<file path="src/hdl/dsss_pkg.sv">
// Shared constants and types for the delayed spike synapse step unit.
// Used by dsss_queue, dsss_mul and the top level; no dependencies.
package dsss_pkg;

	// delay line
	localparam int QUEUE_DEPTH = 64;
	localparam int QPOS_W      = $clog2(QUEUE_DEPTH);

	// conductance, unsigned Q8.16
	localparam int          G_W     = 24;
	localparam logic [23:0] G_MAX   = 24'hFFFFFF;
	localparam logic [23:0] G_ONE   = 24'h010000;
	localparam logic [23:0] G_FLOOR = 24'd65;

	// shared multiplier operand and product widths
	localparam int MUL_A_W = 33;
	localparam int MUL_B_W = 25;
	localparam int MUL_P_W = MUL_A_W + MUL_B_W;

	// configuration register indexes
	localparam int          CFG_IDX_W      = 3;
	localparam logic [2:0]  REG_MODE       = 3'd0;
	localparam logic [2:0]  REG_DELAY      = 3'd1;
	localparam logic [2:0]  REG_DECAY      = 3'd2;
	localparam logic [2:0]  REG_GAIN       = 3'd3;
	localparam logic [2:0]  REG_REVERSAL   = 3'd4;
	localparam logic [2:0]  REG_WEIGHT     = 3'd5;

	// configuration reset values
	localparam logic [5:0]  RST_DELAY      = 6'd1;
	localparam logic [15:0] RST_DECAY      = 16'd53656;
	localparam logic [15:0] RST_GAIN       = 16'd4096;
	localparam logic [15:0] RST_WEIGHT     = 16'd4096;

	// control from the sequencer to the delay line
	typedef struct packed {
		logic load;
		logic spike;
		logic clr;
	} q_ctrl_t;

endpackage

</file>
<file path="src/hdl/delayed_spike_synapse_step_unit.sv">
// Delayed spike conductance synapse, one simulation tick per input transfer.
//
// Channels: an input channel (tick_time, presyn_spike, membrane_voltage,
// clear_all) and a result channel (spike_arrived, conductance_level,
// last_arrival_time, synaptic_current), both valid/ready. A separate write
// channel (cfg_valid/cfg_ready, cfg_index, cfg_data) sets the six registers;
// cfg_ready is always high and writes belong between items.
// Timing: an item is taken when the unit is idle; its result is registered at
// the end of the DEC, GA, CUR and OUT steps. One item runs at a time: a
// single 33x25 multiplier is issued four times per item (gain*weight, decay,
// product with conductance, reversal term) under a small sequencer.
// The result sits in an output register; the unit takes the next item while
// that result waits. If the receiver stalls, the following item holds in the
// final step until the output register frees.
// Reset: conductance zero, delay line empty, last arrival all ones,
// registers at their defaults, no result pending.
// Depends on dsss_pkg, dsss_queue and dsss_mul.
module delayed_spike_synapse_step_unit (
	input  logic                clk,
	input  logic                arst_n,
	// input items
	input  logic                in_valid,
	output logic                in_ready,
	input  logic [31:0]         tick_time,
	input  logic                presyn_spike,
	input  logic signed [16:0]  membrane_voltage,
	input  logic                clear_all,
	// results
	output logic                out_valid,
	input  logic                out_ready,
	output logic                spike_arrived,
	output logic [23:0]         conductance_level,
	output logic [31:0]         last_arrival_time,
	output logic signed [47:0]  synaptic_current,
	// configuration writes
	input  logic                cfg_valid,
	output logic                cfg_ready,
	input  logic [dsss_pkg::CFG_IDX_W-1:0] cfg_index,
	input  logic [16:0]         cfg_data
);

	localparam logic [2:0] S_IDLE = 3'd0;
	localparam logic [2:0] S_DEC  = 3'd1;
	localparam logic [2:0] S_GA   = 3'd2;
	localparam logic [2:0] S_CUR  = 3'd3;
	localparam logic [2:0] S_OUT  = 3'd4;

	logic [2:0]         state_q;

	// configuration registers
	logic               mode_q;
	logic [5:0]         delay_q;
	logic [15:0]        decay_q;
	logic [15:0]        gain_q;
	logic signed [16:0] rev_q;
	logic signed [15:0] weight_q;

	// synapse state and per-item data
	logic [23:0]        g_q;
	logic [31:0]        last_arrival_q;
	logic               dec_q;
	logic               arrived_q;
	logic signed [16:0] volt_q;
	logic signed [31:0] gw_q;
	logic signed [31:0] a_q;

	// output register
	logic               out_valid_q;
	logic               spike_arrived_q;
	logic [23:0]        conductance_q;
	logic [31:0]        last_arrival_out_q;
	logic signed [47:0] current_q;

	logic                               in_xfer;
	logic                               arrived;
	logic [24:0]                        g_sum;
	logic [23:0]                        g_new;
	logic signed [31:0]                 a_val;
	logic signed [17:0]                 diff;
	logic signed [47:0]                 current;
	logic                               out_load;
	logic                               mul_en;
	logic signed [dsss_pkg::MUL_A_W-1:0] mul_a;
	logic signed [dsss_pkg::MUL_B_W-1:0] mul_b;
	logic signed [dsss_pkg::MUL_P_W-1:0] prod_q;
	dsss_pkg::q_ctrl_t                  qctrl;

	assign in_ready  = (state_q == S_IDLE);
	assign in_xfer   = in_valid && in_ready;
	assign cfg_ready = 1'b1;
	assign out_load  = (state_q == S_OUT) && (!out_valid_q || out_ready);

	assign qctrl.load  = in_xfer;
	assign qctrl.spike = presyn_spike;
	assign qctrl.clr   = clear_all;

	dsss_queue u_queue (
		.clk         (clk),
		.arst_n      (arst_n),
		.ctrl        (qctrl),
		.delay_ticks (delay_q),
		.arrived     (arrived)
	);

	// operand selection for the shared multiplier
	assign g_sum = {1'b0, g_q} + {1'b0, dsss_pkg::G_ONE};
	assign g_new = dec_q ? prod_q[39:16] : g_q;
	assign a_val = prod_q[55:24];
	assign diff  = {rev_q[16], rev_q} - {volt_q[16], volt_q};

	always_comb begin
		mul_en = 1'b0;
		mul_a  = '0;
		mul_b  = '0;
		case (state_q)
			S_IDLE: begin
				mul_en = in_xfer;
				mul_a  = {{(dsss_pkg::MUL_A_W - 16){1'b0}}, gain_q};
				mul_b  = {{(dsss_pkg::MUL_B_W - 16){weight_q[15]}}, weight_q};
			end
			S_DEC: begin
				mul_en = 1'b1;
				mul_a  = {{(dsss_pkg::MUL_A_W - 24){1'b0}}, g_q};
				mul_b  = {{(dsss_pkg::MUL_B_W - 16){1'b0}}, decay_q};
			end
			S_GA: begin
				mul_en = 1'b1;
				mul_a  = {{(dsss_pkg::MUL_A_W - 32){gw_q[31]}}, gw_q};
				mul_b  = {{(dsss_pkg::MUL_B_W - 24){1'b0}}, g_new};
			end
			S_CUR: begin
				mul_en = 1'b1;
				mul_a  = {{(dsss_pkg::MUL_A_W - 32){a_val[31]}}, a_val};
				mul_b  = {{(dsss_pkg::MUL_B_W - 18){diff[17]}}, diff};
			end
			default: begin
				mul_en = 1'b0;
			end
		endcase
	end

	dsss_mul u_mul (
		.clk    (clk),
		.en     (mul_en),
		.op_a   (mul_a),
		.op_b   (mul_b),
		.prod_q (prod_q)
	);

	// mode 1 product already carries the negation through rev - v
	assign current = mode_q ? prod_q[55:8] : {{16{a_q[31]}}, a_q};

	// sequencer
	always_ff @(posedge clk or negedge arst_n) begin
		if (!arst_n) begin
			state_q <= S_IDLE;
		end else begin
			case (state_q)
				S_IDLE:  if (in_xfer) state_q <= S_DEC;
				S_DEC:   state_q <= S_GA;
				S_GA:    state_q <= S_CUR;
				S_CUR:   state_q <= S_OUT;
				S_OUT:   if (out_load) state_q <= S_IDLE;
				default: state_q <= S_IDLE;
			endcase
		end
	end

	// configuration writes
	always_ff @(posedge clk or negedge arst_n) begin
		if (!arst_n) begin
			mode_q   <= 1'b0;
			delay_q  <= dsss_pkg::RST_DELAY;
			decay_q  <= dsss_pkg::RST_DECAY;
			gain_q   <= dsss_pkg::RST_GAIN;
			rev_q    <= '0;
			weight_q <= dsss_pkg::RST_WEIGHT;
		end else if (cfg_valid && cfg_ready) begin
			case (cfg_index)
				dsss_pkg::REG_MODE:     mode_q   <= cfg_data[0];
				dsss_pkg::REG_DELAY:    delay_q  <= cfg_data[5:0];
				dsss_pkg::REG_DECAY:    decay_q  <= cfg_data[15:0];
				dsss_pkg::REG_GAIN:     gain_q   <= cfg_data[15:0];
				dsss_pkg::REG_REVERSAL: rev_q    <= cfg_data;
				dsss_pkg::REG_WEIGHT:   weight_q <= cfg_data[15:0];
				default: ;
			endcase
		end
	end

	// conductance and arrival time: clear, arrival bump, zero at the floor, or mark for decay; S_GA stores the decay
	always_ff @(posedge clk or negedge arst_n) begin
		if (!arst_n) begin
			g_q            <= '0;
			last_arrival_q <= '1;
			dec_q          <= 1'b0;
		end else if (in_xfer) begin
			dec_q <= 1'b0;
			if (clear_all) begin
				g_q            <= '0;
				last_arrival_q <= '1;
			end else if (arrived) begin
				g_q            <= g_sum[24] ? dsss_pkg::G_MAX : g_sum[23:0];
				last_arrival_q <= tick_time;
			end else if (g_q > dsss_pkg::G_FLOOR) begin
				dec_q <= 1'b1;
			end else begin
				g_q <= '0;
			end
		end else if (state_q == S_GA) begin
			g_q   <= g_new;
			dec_q <= 1'b0;
		end
	end

	// per-item working registers
	always_ff @(posedge clk) begin
		if (in_xfer) begin
			volt_q    <= membrane_voltage;
			arrived_q <= arrived && !clear_all;
		end
		if (state_q == S_DEC) begin
			gw_q <= prod_q[31:0];
		end
		if (state_q == S_CUR) begin
			a_q <= a_val;
		end
	end

	// output register: load on the final step, drop on transfer
	always_ff @(posedge clk or negedge arst_n) begin
		if (!arst_n) begin
			out_valid_q <= 1'b0;
		end else if (out_load) begin
			out_valid_q <= 1'b1;
		end else if (out_ready) begin
			out_valid_q <= 1'b0;
		end
	end

	always_ff @(posedge clk) begin
		if (out_load) begin
			spike_arrived_q    <= arrived_q;
			conductance_q      <= g_q;
			last_arrival_out_q <= last_arrival_q;
			current_q          <= current;
		end
	end

	assign out_valid         = out_valid_q;
	assign spike_arrived     = spike_arrived_q;
	assign conductance_level = conductance_q;
	assign last_arrival_time = last_arrival_out_q;
	assign synaptic_current  = current_q;

	// an accepted item always starts the multiply sequence
	a_accept_starts: assert property (@(posedge clk) disable iff (!arst_n)
		in_valid && in_ready |=> state_q == S_DEC)
		else $error("accepted item did not start the sequence");

	// a clear leaves the synapse state at its reset values
	a_clear_state: assert property (@(posedge clk) disable iff (!arst_n)
		in_valid && in_ready && clear_all |=> g_q == '0 && last_arrival_q == '1 && !dec_q)
		else $error("clear did not reset synapse state");

	// a stalled result holds the next item in the final step
	a_stall_holds: assert property (@(posedge clk) disable iff (!arst_n)
		state_q == S_OUT && out_valid_q && !out_ready |=> state_q == S_OUT)
		else $error("result overwritten under stall");

	// finishing an item always presents a result
	a_finish_valid: assert property (@(posedge clk) disable iff (!arst_n)
		out_load |=> out_valid_q && state_q == S_IDLE)
		else $error("finished item produced no result");

endmodule

</file>
<file path="src/hdl/dsss_queue.sv">
// Presynaptic spike delay line: one bit per pending tick, shifted once per item.
// Depends on dsss_pkg.
module dsss_queue (
	input  logic              clk,
	input  logic              arst_n,
	input  dsss_pkg::q_ctrl_t ctrl,
	input  logic [5:0]        delay_ticks,
	output logic              arrived
);

	logic [dsss_pkg::QUEUE_DEPTH-1:0] queue_q;
	logic [dsss_pkg::QUEUE_DEPTH-1:0] queue_next;
	logic [dsss_pkg::QPOS_W-1:0]      pos;

	// clamp the insert position to the last slot
	always_comb begin
		if (7'(delay_ticks) > 7'(dsss_pkg::QUEUE_DEPTH - 1)) begin
			pos = dsss_pkg::QPOS_W'(dsss_pkg::QUEUE_DEPTH - 1);
		end else begin
			pos = dsss_pkg::QPOS_W'(delay_ticks);
		end
	end

	// clear or insert, then bit zero is this tick's arrival
	always_comb begin
		if (ctrl.clr) begin
			queue_next = '0;
		end else if (ctrl.spike) begin
			queue_next = queue_q | (dsss_pkg::QUEUE_DEPTH'(1) << pos);
		end else begin
			queue_next = queue_q;
		end
	end

	assign arrived = queue_next[0];

	// advance the line by one tick per item
	always_ff @(posedge clk or negedge arst_n) begin
		if (!arst_n) begin
			queue_q <= '0;
		end else if (ctrl.load) begin
			queue_q <= queue_next >> 1;
		end
	end

endmodule

</file>
<file path="src/hdl/dsss_mul.sv">
// Shared signed multiplier with a registered product.
// Depends on dsss_pkg for operand widths.
module dsss_mul (
	input  logic                               clk,
	input  logic                               en,
	input  logic signed [dsss_pkg::MUL_A_W-1:0] op_a,
	input  logic signed [dsss_pkg::MUL_B_W-1:0] op_b,
	output logic signed [dsss_pkg::MUL_P_W-1:0] prod_q
);

	// hold the product until the next issue
	always_ff @(posedge clk) begin
		if (en) begin
			prod_q <= op_a * op_b;
		end
	end

endmodule
</file>
<file path="config.mk">
export PLATFORM = sky130hd
export DESIGN_NAME = delayed_spike_synapse_step_unit
export DESIGN_NICKNAME = d
export VERILOG_FILES = /design/src/hdl/dsss_pkg.sv /design/src/hdl/delayed_spike_synapse_step_unit.sv /design/src/hdl/dsss_queue.sv /design/src/hdl/dsss_mul.sv
export SDC_FILE = /design/constraint.sdc
export NUM_CORES = 2
export LEC_CHECK = 0
export ABC_AREA = 1
export BUFFER_PORTS_ARGS = -buffer_cell sky130_fd_sc_hd__buf_2
export CAP_MARGIN = 15
export CORE_MARGIN = 1
export CORE_UTILIZATION = 60
export CTS_BUF_LIST = sky130_fd_sc_hd__clkbuf_4 sky130_fd_sc_hd__clkbuf_8 sky130_fd_sc_hd__clkbuf_16
export CTS_CLUSTER_DIAMETER = 200
export DETAILED_ROUTE_END_ITERATION = 7
export GPL_ROUTABILITY_DRIVEN = 0
export PLACE_DENSITY = 0.83
export SLEW_MARGIN = 20
export SYNTH_ARGS = -nofsm -noshare
export SYNTH_HDL_FRONTEND = slang
export SYNTH_HIERARCHICAL = 1
export SYNTH_SLANG_ARGS = --single-unit
</file>
<file path="constraint.sdc">
create_clock -name clk -period 8.4 [get_ports clk]
set_input_delay 0.84 -clock clk [delete_from_list [all_inputs] [get_ports clk]]
set_output_delay 0.84 -clock clk [all_outputs]
set_load 0.01 [all_outputs]
</file>
# Word-level counts from Yosys, hierarchy flattened
# Cells that the tools add are included.
[word_totals]
n_memories = 0
ff_bits = 439
elab_cells = 85
mem_bits_rw = 0
inputBits = 76
mem_bits_ro = 0
latchBits = 0
[op_classes]
n_reduce_logical = 21
shift = 1
n_mul = 1
bitwise_logic = 1
muxes = 25
add_sub_neg = 2
eq_ne = 12
magnitude_cmp = 1
n_div = 0
[op_table]
columns = ["operator", "count"]
rows = [
  ["two-way mux 24 bit", 7],
  ["case mux 33 bit (4 select lines)", 1],
  ["two-way mux 64 bit", 2],
  ["case mux 25 bit (4 select lines)", 1],
  ["two-way mux 32 bit", 2],
  ["bitwise OR 63 x 64 -> 64 bit", 1],
  ["<< shifter 1 x 6 -> 64 bit (first input constant)", 1],
  ["multiplier 33 x 25 -> 56 bit", 1],
  ["two-way mux 48 bit", 1],
  ["adder 24 x 17 -> 25 bit (second input constant)", 1],
  ["greater-than comparator 24 x 7 -> 1 bit (second input constant)", 1],
  ["AND reduction 2 bit", 9],
  ["subtractor 17 x 17 -> 18 bit", 1],
  ["case mux 3 bit (5 select lines)", 1],
  ["== test 3 x 2 -> 1 bit (second input constant)", 4],
  ["== test 3 bit (second input constant)", 3],
  ["two-way mux 1 bit", 7],
  ["== test 3 x 1 -> 1 bit (second input constant)", 2],
  ["logical NOT 3 bit", 2],
  ["two-way mux 3 bit", 2],
  ["nonzero test 2 bit", 3],
  ["inequality test 4 x 3 -> 1 bit (second input constant)", 1],
  ["logical AND 1 bit", 3],
  ["OR reduction 3 bit", 1],
  ["other kinds (5)", 6],
]

# Logic depth before layout (Yosys ltp)
[logic_depth]
ltp_word = 7
depth_mapped = 43
depth_no_buf = 41

# Cells and area by module
# The synthesis kept the hierarchy.
[modules_own_cells]
columns = ["mod", "cells_per_inst", "area_per_inst_um2", "seq_area_each_um2", "n_inst"]
rows = [
  ["dsss_mul", 4356, 33537.2, 1741.7, 1],
  ["delayed_spike_synapse_step_unit", 1376, 13999.7, 8996.1, 1],
  ["dsss_queue", 429, 3209.3, 1576.5, 1],
]

# Worst setup path after synthesis
# No wires, ideal clock.
[synth_path]
path_type = "reg-to-reg"
startpoint = "register state_q[2]"
endpoint = "register u_mul/prod_q[55] in the netlist's numbering (data pin)"
arrival_time_ps = 7509
path_stages_with_launch = 30
synth_period_minus_slack_ps = 7761
path_slack_ps = 639
path_buffers = 3
required_time_ps = 8147
setup_ps = 253
cell_sequence = "dfrtp_1 -> inv_1 -> nand3_1 -> inv_2 -> buf_2 -> a22oi_1 -> nand3_1 -> clkbuf_1 -> clkbuf_1 -> nand2_1 -> inv_1 -> fa_1 -> fa_1 -> inv_1 -> fa_1 -> inv_1 -> fa_1 -> fa_1 -> fa_1 -> fa_1 -> ha_1 -> nand2_1 -> nor2_1 -> inv_1 -> nor2_1 -> and2_1 -> and2_1 -> nand2_1 -> nand4_1 -> nand2_1"
[synth_between]
elab_chain_cells = 3
word_cells_on_any_way = 7
cone_classes = "mul: 1; eq/ne: 3; mux: 2; reduce/logical: 1"
[synth_lines]
columns = ["element", "line", "source"]
rows = [
  ["start: declaration", "delayed_spike_synapse_step_unit.sv:48", "logic [2:0] state_q;"],
  ["start signal: assignment", "delayed_spike_synapse_step_unit.sv:156", "state_q <= S_IDLE;"],
  ["start signal: assignment", "delayed_spike_synapse_step_unit.sv:159", "S_IDLE: if (in_xfer) state_q <= S_DEC;"],
  ["start signal: assignment", "delayed_spike_synapse_step_unit.sv:160", "S_DEC: state_q <= S_GA;"],
  ["== test 3 x 2 -> 1 bit, or another cell as far along", "delayed_spike_synapse_step_unit.sv:115", "case (state_q)"],
  ["case mux 25 bit (4 select lines) (*)", "delayed_spike_synapse_step_unit.sv:115", ""],
  ["net mul_b, one bit", "delayed_spike_synapse_step_unit.sv:84", "logic signed [dsss_pkg::MUL_B_W-1:0] mul_b;"],
  ["multiplier 33 x 25 -> 56 bit (*)", "dsss_mul.sv:14", "prod_q <= op_a * op_b;"],
  ["end signal: assignment", "dsss_mul.sv:14", ""],
  ["end: declaration", "dsss_mul.sv:8", "output logic signed [dsss_pkg::MUL_P_W-1:0] prod_q"],
]
# The timed path passes the listed nets; every way through them passes the cells marked *.
# A chain may end at the register's enable or synchronous reset.

# Worst setup path after layout
[layout_path]
startpoint = "register rev_q[11]"
endpoint = "register u_mul/prod_q[48] in the netlist's numbering (data pin)"
[layout_between]
elab_chain_cells = 3
[layout_lines]
columns = ["element", "line", "source"]
rows = [
  ["start: declaration", "delayed_spike_synapse_step_unit.sv:55", "logic signed [16:0] rev_q;"],
  ["start signal: assignment", "delayed_spike_synapse_step_unit.sv:184", "dsss_pkg::REG_REVERSAL: rev_q <= cfg_data;"],
  ["subtractor 17 x 17 -> 18 bit", "delayed_spike_synapse_step_unit.sv:109", "assign diff = {rev_q[16], rev_q} - {volt_q[16], volt_q};"],
  ["case mux 25 bit (4 select lines)", "delayed_spike_synapse_step_unit.sv:115", ""],
  ["net mul_b, one bit", "delayed_spike_synapse_step_unit.sv:84", ""],
  ["multiplier 33 x 25 -> 56 bit", "dsss_mul.sv:14", ""],
]
# The timed path passes the listed nets, and every way through them passes these cells.

==> run metrics <==
CTS buffer count=44; min-delay worst type=in -> async; area post-placement=52500 um^2; TritonCTS Sinks=~440; core region area=between 80000 and 90000 um^2; Final Instance Area=between 50000 and 60000 um^2; Routed Antenna Nets=0; First-pass DRT Iterations=8; worst setup slack for register-to-register paths=between 200 and 300 ps; Setup Viol. Count Final=0; Layout Area Growth over Synthesis=7.96%; arrival time reported for the critical path endpoint=8480 ps; Avg WL per Cell=about 19 um; initial antenna violation count=4; H-tree lvl count=2; Max Clock Freq=roughly 120 MHz; most frequent CP cell=nand2_1; Via-to-Cell Ratio=5.57; CP max stage cell=fa_1; starting utilization of the core area=0.608; maximum clock skew at final layout=36.6 ps; worst setup slack before clock tree synthesis=just under 400 ps; clock-pin slew reported for the worst setup and hold paths after clock tree synthesis=about 60 ps; outcome=complete, but fails checks; global-route wire length before repair=around 220000 um; count of final max-slew check failures=0; vias after detailed routing=between 30000 and 40000; period utilisation layout=0.968; clock tree from TritonCTS=built; depth of the most critical reg-to-reg path=34; Max Cap Viol=0; largest net degree at the start of global routing=between 80 and 90; Slowest Stage Delay on Critical Path=roughly 560 ps; combined buffer and inverter count along the critical path=7; clock latency at the later pin of the worst-skew pair=just over 600 ps; r2r startpoint=rev_q[11]; overall track demand over capacity in global routing=0.334; final critical-path setup slack=271 ps; failing checks=DRC; hold buffer count at cts=0; num ports=around 180; Final HPWL DP=approximately 110000 um; nature of the critical path startpoint=flop; number of global-route vias before repair=between 40000 and 50000; quantity of I/O buffers inserted on ports=182; Avg Synthesized Cell Area=between 8 and 9 um^2; slew of the pin with the lowest slew margin=roughly 1100 ps; Die X=about 290 um; Post-Synthesis Cells=between 6000 and 7000; Warnings, synthesis=6; area of the die=84500 um^2; post-layout net count=around 7000; synthesized net count=~7000; cell type group with the largest total delay on the critical path=adder cells; Hold Vio Cnt, Final=0; cell at the root of the clock tree=clkbuf_16; number of design-rule violations left by the first detailed-router iteration=roughly 4500; relative slew slack=0.234; Critical Path RT=approximately 9000 ps; Total Routed Length=approximately 140000 um; time the worst path needs with I/O delays and setup=roughly 8100 ps; aggregate global routing overflow=0; layout cells sized above 1=0.0931; unrepaired setup endpoints after global routing=no; Setup crit end kind=flop; placement row count=between 100 and 150; Clock Tree Buf Depth=3; post-synth design cell area=50000 um^2; final total negative setup slack=0 ps; Remaining DRCs=7; die extent in y=~290 um; critical path start-end classification=reg -> reg; biggest fanout along the worst timing path=16; capture point of the worst reg-to-reg path=u_mul/prod_q[48]
## repair_timing
action                     in CTS  in global routing
buffers inserted                0                  0
gates resized for setup         0                  5
setup endpoints to repair       0                  5
## registers in the layout, indices dropped and copies added, names as in the netlist, 3 cells and up
register           flops
last_arrival_time     32
decay_q               16
g_q                   24
last_arrival_q        32
volt_q                17
rev_q                 17
weight_q              16
gain_q                16
delay_q                6
state_q                3
synaptic_current      48
conductance_level     24
gw_q                  32
u_mul/prod_q          56
u_queue/queue_q       63
a_q                   32
## layout by cell type (no fill, tap or decap), drive strengths merged, types with 11 or more instances in the layout
| cell type | instances |
|---|---|
| nand2 | 1875 |
| inv | 1571 |
| fa | 835 |
| buf | 290 |
| edfxtp | 243 |
| nor2 | 216 |
| o21ai | 211 |
| ha | 174 |
| nand3 | 168 |
| dfrtp | 154 |
| a21oi | 70 |
| clkbuf | 57 |
| nand4 | 47 |
| dfstp | 42 |
| xor2 | 23 |
| clkinv | 18 |
| o2111ai | 16 |
| nor3 | 14 |
| or2 | 11 |
## routing by layer
| layer | vias to the layer above | share of wire | track usage |
|---|---|---|---|
| li1 | 17500 | - | - |
| met1 | 19400 | 0.34 | 0.406 |
| met2 | 2468 | 0.47 | 0.536 |
| met3 | 626 | 0.11 | 0.0691 |
| met4 | 6 | 0.079 | 0.232 |
| met5 | - | 0.00034 | 0 |
## how the worst max path moves through the flow
stage / start / endpoint / slack, ps / depth (start not counted)
global route: rev_q[0] / u_mul/prod_q[26] / 0.8 / 35
detailed placement: volt_q[0] / u_mul/prod_q[26] / 390 / 34
finish: rev_q[11] / u_mul/prod_q[48] / 270 / 34
floorplan: state_q[2] / u_mul/prod_q[55] / 680 / 29
global placement: rev_q[0] / u_mul/prod_q[26] / 500 / 35
CTS: state_q[2] / u_mul/prod_q[26] / 340 / 30
## metrics by stage
stage | cells | hold slack (ps) | utilization
after floorplan | 6024 | 400 | -
after global placement | 7100 | 402 | 0.638
after detailed placement | 7101 | 409 | 0.638
after CTS | 7182 | 275 | 0.656
after global routing | 7183 | 318 | 0.656
final | 7183 | 266 | 0.656
## area by class of cell
type                       count  area (um^2)
sequential                   439        12300
multi-input combinational   3733        31000
clock inverter                25          241
antenna                        1         2.50
tap                         1070         1340
clock buffer                  56         1200
timing repair buffer         291         2060
inverter                    1568         5890
fill                        6336        28300
Power is not shown: default switching activity piles up to over one toggle a cycle in this logic, so the estimate is an artifact.
